$ cat src/rtl/sha_pkg.sv
// sha_pkg: constants, types and round functions for the SHA-256 stream hasher
// no dependencies
package sha_pkg;

    localparam logic [31:0] C_H_INIT [8] = '{
        32'h6a09e667, 32'hbb67ae85, 32'h3c6ef372, 32'ha54ff53a,
        32'h510e527f, 32'h9b05688c, 32'h1f83d9ab, 32'h5be0cd19};

    localparam logic [31:0] C_K [64] = '{
        32'h428a2f98, 32'h71374491, 32'hb5c0fbcf, 32'he9b5dba5, 32'h3956c25b, 32'h59f111f1,
        32'h923f82a4, 32'hab1c5ed5, 32'hd807aa98, 32'h12835b01, 32'h243185be, 32'h550c7dc3,
        32'h72be5d74, 32'h80deb1fe, 32'h9bdc06a7, 32'hc19bf174, 32'he49b69c1, 32'hefbe4786,
        32'h0fc19dc6, 32'h240ca1cc, 32'h2de92c6f, 32'h4a7484aa, 32'h5cb0a9dc, 32'h76f988da,
        32'h983e5152, 32'ha831c66d, 32'hb00327c8, 32'hbf597fc7, 32'hc6e00bf3, 32'hd5a79147,
        32'h06ca6351, 32'h14292967, 32'h27b70a85, 32'h2e1b2138, 32'h4d2c6dfc, 32'h53380d13,
        32'h650a7354, 32'h766a0abb, 32'h81c2c92e, 32'h92722c85, 32'ha2bfe8a1, 32'ha81a664b,
        32'hc24b8b70, 32'hc76c51a3, 32'hd192e819, 32'hd6990624, 32'hf40e3585, 32'h106aa070,
        32'h19a4c116, 32'h1e376c08, 32'h2748774c, 32'h34b0bcb5, 32'h391c0cb3, 32'h4ed8aa4a,
        32'h5b9cca4f, 32'h682e6ff3, 32'h748f82ee, 32'h78a5636f, 32'h84c87814, 32'h8cc70208,
        32'h90befffa, 32'ha4506ceb, 32'hbef9a3f7, 32'hc67178f2};

    localparam logic [7:0] C_PAD_MARK = 8'h80;
    localparam logic [7:0] C_PAD_ZERO = 8'h00;
    localparam logic [5:0] C_LEN_POS  = 6'd56;

    typedef enum logic [3:0] {
        S_IDLE,    // take next item
        S_PUT,     // read-modify-write one byte into block memory
        S_PAD,     // write one pad byte
        S_LEN_HI,  // write length high word
        S_LEN_LO,  // write length low word
        S_CINIT,   // load working vars from hash
        S_ROUND,   // 64 rounds
        S_CFOLD,   // add working vars into hash
        S_OUT      // emit digest words
    } t_state;

    // what to do after a compression finishes
    typedef struct packed {
        logic pad_pending; // length words written, last block
        logic eom;         // message ends with this item
    } t_flags;

    function automatic logic [31:0] rotr(input logic [31:0] x, input int n);
        rotr = (x >> n) | (x << (32 - n));
    endfunction

    function automatic logic [31:0] ssig0(input logic [31:0] x);
        ssig0 = rotr(x, 7) ^ rotr(x, 18) ^ (x >> 3);
    endfunction

    function automatic logic [31:0] ssig1(input logic [31:0] x);
        ssig1 = rotr(x, 17) ^ rotr(x, 19) ^ (x >> 10);
    endfunction

endpackage

$ cat src/rtl/sha_sched.sv
// sha_sched: message schedule held in a 16-word memory, one word per round
// depends on sha_pkg
module sha_sched
    import sha_pkg::*;
(
    input  logic        i_clk,
    input  logic        i_wr_en,     // byte/length writes from the packer
    input  logic [3:0]  i_wr_addr,
    input  logic [31:0] i_wr_data,
    input  logic [3:0]  i_rd_addr,   // packer read address
    output logic [31:0] o_rd_data,
    input  logic        i_run,       // round engine active
    input  logic [5:0]  i_round,
    output logic [31:0] o_w
);

    logic [31:0] r_mem [16];
    // shift window of the schedule: w[t-16..t-1]
    logic [31:0] r_win [16];
    logic [31:0] r_rd_w;
    logic [3:0]  rd_w_addr;
    logic [31:0] w_new;

    // fetch one word ahead: word 0 during the load cycle, then the next round's word
    assign rd_w_addr = i_run ? (i_round[3:0] + 4'd1) : 4'd0;

    // rounds below 16 read block words; later ones extend the window
    always_comb begin
        w_new = r_win[0] + ssig0(r_win[1]) + r_win[9] + ssig1(r_win[14]);
        if (i_round < 6'd16) begin
            o_w = r_rd_w;
        end else begin
            o_w = w_new;
        end
    end

    always_ff @(posedge i_clk) begin
        if (i_wr_en) begin
            r_mem[i_wr_addr] <= i_wr_data;
        end
        o_rd_data <= r_mem[i_rd_addr];
        r_rd_w    <= r_mem[rd_w_addr];
        if (i_run) begin
            for (int i = 0; i < 15; i++) begin
                r_win[i] <= r_win[i+1];
            end
            r_win[15] <= o_w;
        end
    end

endmodule

$ cat src/rtl/sha256_stream_hasher_unit.sv
// sha256_stream_hasher_unit: byte-serial SHA-256 with padding and digest output
// depends on sha_pkg and sha_sched
// a byte is a block memory read then write; a full block adds a compression
// (load, 64 rounds, fold); end of message adds padding bytes, 2 length writes,
// 1-2 compressions and 8 output words
// reset returns hash to the initial values and clears fill and length
module sha256_stream_hasher_unit
    import sha_pkg::*;
(
    input  logic        i_clk,
    input  logic        i_rst_n,
    input  logic        i_valid,
    output logic        o_ready,
    input  logic [7:0]  i_data_byte,
    input  logic        i_has_byte,
    input  logic        i_end_of_message,
    output logic        o_valid,
    input  logic        i_ready,
    output logic [31:0] o_digest_word,
    output logic [2:0]  o_word_index,
    output logic        o_last_word
);

    t_state r_state, n_state;
    t_flags r_flags;
    logic [5:0]  r_fill;
    logic [60:0] r_len;
    logic [7:0]  r_byte;
    logic [5:0]  r_round;
    logic [2:0]  r_oidx;
    logic [31:0] r_h [8];
    logic [31:0] r_v [8];
    logic        r_fwd_we;
    logic [3:0]  r_fwd_wa;
    logic [31:0] r_fwd_wd;

    logic        mem_we;
    logic [3:0]  mem_wa;
    logic [31:0] mem_wd;
    logic [31:0] mem_rd;
    logic [31:0] w_t;
    logic [31:0] merged;
    logic [63:0] bits;

    sha_sched u_sched (
        .i_clk     (i_clk),
        .i_wr_en   (mem_we),
        .i_wr_addr (mem_wa),
        .i_wr_data (mem_wd),
        .i_rd_addr (r_fill[5:2]),
        .o_rd_data (mem_rd),
        .i_run     (r_state == S_ROUND),
        .i_round   (r_round),
        .o_w       (w_t)
    );

    assign bits = {r_len, 3'b000};

    // byte lands in its lane; first byte of a word clears the rest
    // the word written last cycle is not yet in the registered read
    always_comb begin
        if (r_fill[1:0] == 2'd0) begin
            merged = 32'd0;
        end else if (r_fwd_we && r_fwd_wa == r_fill[5:2]) begin
            merged = r_fwd_wd;
        end else begin
            merged = mem_rd;
        end
        case (r_fill[1:0])
            2'd0:    merged[31:24] = r_byte;
            2'd1:    merged[23:16] = r_byte;
            2'd2:    merged[15:8]  = r_byte;
            default: merged[7:0]   = r_byte;
        endcase
    end

    always_comb begin
        mem_we = 1'b0;
        mem_wa = r_fill[5:2];
        mem_wd = merged;
        case (r_state)
            S_PUT, S_PAD: mem_we = 1'b1;
            S_LEN_HI: begin
                mem_we = 1'b1;
                mem_wa = 4'd14;
                mem_wd = bits[63:32];
            end
            S_LEN_LO: begin
                mem_we = 1'b1;
                mem_wa = 4'd15;
                mem_wd = bits[31:0];
            end
            default: ;
        endcase
    end

    // next state
    always_comb begin
        n_state = r_state;
        case (r_state)
            S_IDLE: begin
                if (i_valid) begin
                    if (i_has_byte) begin
                        n_state = S_PUT;
                    end else if (i_end_of_message) begin
                        n_state = S_PAD;
                    end
                end
            end
            S_PUT, S_PAD: begin
                if (r_fill == 6'd63) begin
                    n_state = S_CINIT;
                end else if (r_state == S_PUT && !r_flags.eom) begin
                    n_state = S_IDLE;
                end else if (r_state == S_PAD && r_fill == C_LEN_POS - 6'd1) begin
                    n_state = S_LEN_HI;
                end else begin
                    n_state = S_PAD;
                end
            end
            S_LEN_HI: n_state = S_LEN_LO;
            S_LEN_LO: n_state = S_CINIT;
            S_CINIT:  n_state = S_ROUND;
            S_ROUND:  if (r_round == 6'd63) n_state = S_CFOLD;
            S_CFOLD: begin
                if (!r_flags.eom) begin
                    n_state = S_IDLE;
                end else if (r_fill == C_LEN_POS) begin
                    n_state = S_LEN_HI;
                end else if (r_flags.pad_pending && r_fill == 6'd0) begin
                    n_state = S_OUT;
                end else begin
                    n_state = S_PAD;
                end
            end
            S_OUT: if (i_ready && r_oidx == 3'd7) n_state = S_IDLE;
            default: n_state = S_IDLE;
        endcase
    end

    // outputs
    always_comb begin
        o_ready       = (r_state == S_IDLE);
        o_valid       = (r_state == S_OUT);
        o_digest_word = r_h[r_oidx];
        o_word_index  = r_oidx;
        o_last_word   = (r_oidx == 3'd7);
    end

    logic [31:0] t1, t2;
    always_comb begin
        t1 = r_v[7] + (rotr(r_v[4], 6) ^ rotr(r_v[4], 11) ^ rotr(r_v[4], 25))
           + ((r_v[4] & r_v[5]) ^ (~r_v[4] & r_v[6])) + C_K[r_round] + w_t;
        t2 = (rotr(r_v[0], 2) ^ rotr(r_v[0], 13) ^ rotr(r_v[0], 22))
           + ((r_v[0] & r_v[1]) ^ (r_v[0] & r_v[2]) ^ (r_v[1] & r_v[2]));
    end

    always_ff @(posedge i_clk) begin
        if (!i_rst_n) begin
            r_state  <= S_IDLE;
            r_flags  <= '0;
            r_fill   <= '0;
            r_len    <= '0;
            r_round  <= '0;
            r_oidx   <= '0;
            r_fwd_we <= 1'b0;
            for (int i = 0; i < 8; i++) r_h[i] <= C_H_INIT[i];
        end else begin
            r_state  <= n_state;
            r_fwd_we <= mem_we;
            r_fwd_wa <= mem_wa;
            r_fwd_wd <= mem_wd;
            case (r_state)
                S_IDLE: begin
                    if (i_valid) begin
                        r_byte  <= i_has_byte ? i_data_byte : C_PAD_MARK;
                        r_flags <= '{pad_pending: 1'b0, eom: i_end_of_message};
                        if (i_has_byte) r_len <= r_len + 61'd1;
                    end
                end
                S_PUT, S_PAD: begin
                    r_fill <= r_fill + 6'd1;
                    // the mark goes first, zeros follow
                    if (r_state == S_PAD) begin
                        r_byte <= C_PAD_ZERO;
                    end else begin
                        r_byte <= C_PAD_MARK;
                    end
                end
                S_LEN_LO: begin
                    r_fill <= '0;
                    r_flags.pad_pending <= 1'b1;
                end
                S_CINIT: begin
                    for (int i = 0; i < 8; i++) r_v[i] <= r_h[i];
                    r_round <= '0;
                end
                S_ROUND: begin
                    r_v[7] <= r_v[6];
                    r_v[6] <= r_v[5];
                    r_v[5] <= r_v[4];
                    r_v[4] <= r_v[3] + t1;
                    r_v[3] <= r_v[2];
                    r_v[2] <= r_v[1];
                    r_v[1] <= r_v[0];
                    r_v[0] <= t1 + t2;
                    r_round <= r_round + 6'd1;
                end
                S_CFOLD: begin
                    for (int i = 0; i < 8; i++) r_h[i] <= r_h[i] + r_v[i];
                    r_oidx <= '0;
                end
                S_OUT: begin
                    if (i_ready) begin
                        r_oidx <= r_oidx + 3'd1;
                        if (r_oidx == 3'd7) begin
                            for (int i = 0; i < 8; i++) r_h[i] <= C_H_INIT[i];
                            r_fill  <= '0;
                            r_len   <= '0;
                            r_flags <= '0;
                        end
                    end
                end
                default: ;
            endcase
        end
    end

    // the padding never leaves the block past the length slot
    assert property (@(posedge i_clk) disable iff (!i_rst_n)
        (r_state == S_LEN_HI) |-> (r_fill == C_LEN_POS))
        else $error("length written at wrong fill");
    // digest words only leave with a finished message
    assert property (@(posedge i_clk) disable iff (!i_rst_n)
        (r_state == S_OUT) |-> r_flags.eom && r_fill == 6'd0)
        else $error("digest without end of message");
    // rounds start from zero after load
    assert property (@(posedge i_clk) disable iff (!i_rst_n)
        (r_state == S_CINIT) |=> (r_state == S_ROUND && r_round == 6'd0))
        else $error("round counter not cleared");

endmodule

$ cat config.mk
export PLATFORM = sky130hd
export DESIGN_NAME = sha256_stream_hasher_unit
export DESIGN_NICKNAME = d
export VERILOG_FILES = /design/src/rtl/sha_pkg.sv /design/src/rtl/sha_sched.sv /design/src/rtl/sha256_stream_hasher_unit.sv
export SDC_FILE = /design/constraint.sdc
export NUM_CORES = 2
export LEC_CHECK = 0
export BUFFER_PORTS_ARGS = -buffer_cell sky130_fd_sc_hd__buf_4
export CORE_MARGIN = 2
export CORE_UTILIZATION = 40
export DETAILED_ROUTE_END_ITERATION = 12
export PLACE_DENSITY = 0.61
export SLEW_MARGIN = 20
export SYNTH_ARGS = -nofsm -noshare
export SYNTH_HDL_FRONTEND = slang
export SYNTH_HIERARCHICAL = 1
export SYNTH_SLANG_ARGS = --single-unit
$ cat constraint.sdc
create_clock -name i_clk -period 63.1 [get_ports i_clk]
set_clock_uncertainty 0.15 [all_clocks]
set_input_delay 6.31 -clock i_clk [delete_from_list [all_inputs] [get_ports i_clk]]
set_output_delay 6.31 -clock i_clk [all_outputs]
set_load 0.005 [all_outputs]
==> impl_metrics.yaml <==
sta:
  timing.final.crit_share: 0.189
  worst_slew_pin_slew_ps: 1240
  fin_ws_ps: 51150
  fin_crit_ps: 11950
  setup_viol: 0
  fmax_mhz: 83.7
  finalSetupTns_ps: 0
  hold_ws_ps: 238
  rsz0062_at_grt: "no"
  slew_headroom: 0.163
  slew_violations: 0
  hold_viol: 0
floorplanning:
  num_io_pins: 52
  fp.dieArea_um2: 246000
  fp.dieW_um: 496
  initial_core_util: 0.403
  rows: 180
  fp.dieH_um: 496
  core_um2: 241000
yosys:
  ys_seq_area_frac: 0.507
  yosys_warnings: 6
  synth_area_leaders: "edfxtp_1 45%, dfxtp_1 5.7%, mux4_2 5.5%"
  synthArstFlopShare: 0
  syn_nets: 9134
  synth.distinct_cells: 102
  ys_top_cells_by_count: "1452 x edfxtp_1, 1307 x nand2_1, 522 x a21oi_1, 413 x o21ai_0, 398 x ha_1"
  synth.top_cell.area_share: 0.450
  avgSynthCellArea_um2: 11.4
  synthesis.area_um2: 96900
  yosys_most_used_dff: "edfxtp_1"
  yosysTopAreaCell: "edfxtp_1"
  syn-instance-count: 8527
  ys_ff_latch: 1730
  synth-edff-count: 1452
  yosysMostFrequentCell: "edfxtp_1"
worst_setup_path:
  worst-setup-path-type: "flop to flop"
  startpoint_type: "flop"
  r2r_slack_ps: 51150
  cpMostUsedCell: "fa_1"
  endpoint_kind: "flop"
  cp_slowest_stage_delay_ps: 630
  rr_worst_depth: 41
  crit_fanout: 5
  cp.required_ps: 63520
  rr_startpoint: "u_sched/r_win[7][20]$_DFFE_PP_"
  critPathBufInv: 5
  timing.rr.end: "r_v[0][30]$_DFFE_PP_"
  cp_data_arrival_time_ps: 12370
  critPathTopFamily: "adder cells"
  slowest_stage: "a2111oi_1"
min_path:
  min_to: "u_sched/r_win[4][55]$_DFFE_PP_"
  hold_path.class: "flop to flop"
  hold_path.startpoint: "u_sched/r_win[5][23]$_DFFE_PP_"
  whs_path_depth: 0
clock_tree:
  post-cts-setup-buffers: 0
  clock-sinks: 1730
  cts_hold_buf: 0
  clkLatencyLatePin_ps: 910
  tritoncts: "built"
  cts.path.max_buffers: 3
  cts-resized-gates: 0
  htreeDepth: 4
  root_buffer: "clkbuf_16"
  path_clk_slew_ps: 70
  numCtsBuffers: 185
placed_design:
  io_buffers: 51
  dpl_worst_slack_ps: 51430
  dp_hpwl_mm: 215
  gp_congestion: 1.01
  dpl-instance-area_um2: 101000
power:
  peakVddDrop_mv: 0.0361
  p_leak_nw: 38.3
  power.density_nw_per_um2: 28.3
grt:
  track_usage: 0.248
  met2_usage: 0.366
  grt_overflow: 0
  antenna_found_initial: 12
  top_usage_layer: "met1"
  grt_pass1_wl_mm: 454
  grt_pass1_vias: 66900
  grt_max_degree: 144
  use_met1: 0.372
  grtUsageMet3: 0.0423
outcome:
  status: "complete, no violations"
detailed_routing:
  num_vias: 69900
  drt-total-wl_mm: 311
  drc: 0
  dr.pass1.iters: 6
  antenna_left: 0
  detail_route.wl_per_cell_um: 26.3
  avgViaCountPerCell: 5.93
  drt_iter0_markers: 8256
final_layout:
  drive_above_1_share: 0.104
  layout.nets: 9062
  fin_area_um2: 107000
  num-fill-cells: 22100
  area_growth_pct: 10.4
run:
  max_cap_viol_count: 0
[where the power goes]
| group | internal, mW | switching, mW | total, mW |
|---|---|---|---|
| logic | 0.255 | 0.415 | 0.670 |
| registers | 1.26 | 0.0108 | 1.27 |
| clock network | 0.602 | 0.483 | 1.08 |
| total | 2.12 | 0.909 | 3.02 |
[metal layers]
layer | share of wire | vias up
met5 | 0 | -
met4 | 0.030 | 0
met3 | 0.090 | 431
met2 | 0.43 | 3115
li1 | - | 31300
met1 | 0.45 | 35100
[worst register-to-register path: cells and delay by family (launching register included)]
family | cells | cell delay, ps
buffers and inverters | 5 | 340
AOI/OAI and AO/OA | 15 | 3980
DFF | 1 | 490
xor gates and xnor gates | 3 | 890
and+or+nand+nor | 7 | 1330
adders and majority gates | 10 | 4200
muxes | 1 | 270
[metrics by stage]
stage,power [mW],instances,util
after CTS,3.03,11800,0.444
after global placement,1.94,11500,0.419
after floorplan,1.75,8527,-
after global routing,3.15,11800,0.445
after detailed placement,1.94,11500,0.419
final,3.02,11800,0.445
[sequential cells by signal, summed over array words and instances, names as in the netlist, 4 cells and up, named ones only]
| name | count |
|---|---|
| u_sched/o_rd_data | 32 |
| r_v | 256 |
| r_len | 61 |
| u_sched/r_mem | 512 |
| u_sched/r_win | 512 |
| r_fill | 6 |
| r_state | 4 |
| r_fwd_wa | 4 |
| u_sched/r_rd_w | 32 |
| r_h | 256 |
| r_byte | 8 |
| r_round | 6 |
| r_fwd_wd | 32 |
[kinds of logic after synthesis]
group / after synthesis / synth area share
flops: 1730 / 0.507
mux: 360 / 0.0687
buf+inv: 804 / 0.0317
compound gates: 1971 / 0.131
simple gates: 2465 / 0.115
xor+xnor: 573 / 0.0521
fa+ha+maj: 624 / 0.0949
[layout make-up]
class	count	area [um2]	area share
multi-input cells	5993	45000	0.420
inverters	345	1300	0.0121
well taps	3185	3990	0.0372
flip-flops and latches	1730	49200	0.460
clock buffers	240	4920	0.0459
diodes	5	12.5	0.000117
repair buffers	200	1530	0.0143
clock inverters	104	1110	0.0104
[worst max path at each step]
stage / startpoint / slack, ps / depth (start not counted) / end
after floorplan: r_state[3]$_SDFFE_PN0P_ / 22690 / 8 / r_v[0][23]$_DFFE_PP_
after global placement: u_sched/r_win[7][20]$_DFFE_PP_ / 51390 / 41 / r_v[0][30]$_DFFE_PP_
after detailed placement: u_sched/r_win[7][20]$_DFFE_PP_ / 51430 / 41 / r_v[0][30]$_DFFE_PP_
after CTS: u_sched/r_win[7][20]$_DFFE_PP_ / 51250 / 41 / r_v[0][30]$_DFFE_PP_
after global routing: u_sched/r_win[7][20]$_DFFE_PP_ / 50330 / 41 / r_v[0][30]$_DFFE_PP_
final: u_sched/r_win[7][20]$_DFFE_PP_ / 51150 / 41 / r_v[0][30]$_DFFE_PP_
[placed cells by master (no fill, tap or decap), types with 34 or more instances in the layout]
master / instances
a21o_1: 194
o211ai_1: 41
mux2_2: 83
inv_1: 338
clkbuf_1: 48
buf_4: 196
a311oi_1: 74
o21a_1: 62
ha_1: 398
nand2b_1: 52
or3_1: 54
clkbuf_16: 186
nand3_1: 139
a21oi_1: 521
xnor2_1: 378
mux4_2: 236
nor2b_1: 59
nor3_1: 106
a22oi_1: 62
nor2_1: 350
dfxtp_1: 266
o21bai_1: 41
o21ai_0: 405
edfxtp_1: 1452
nand2_1: 1300
clkinv_1: 34
fa_1: 195
clkinv_2: 35
mux2i_1: 41
and2_1: 144
a31oi_1: 126
xor2_1: 193
and3_1: 81
a211oi_1: 210
(Power assumes the default switching activity.)
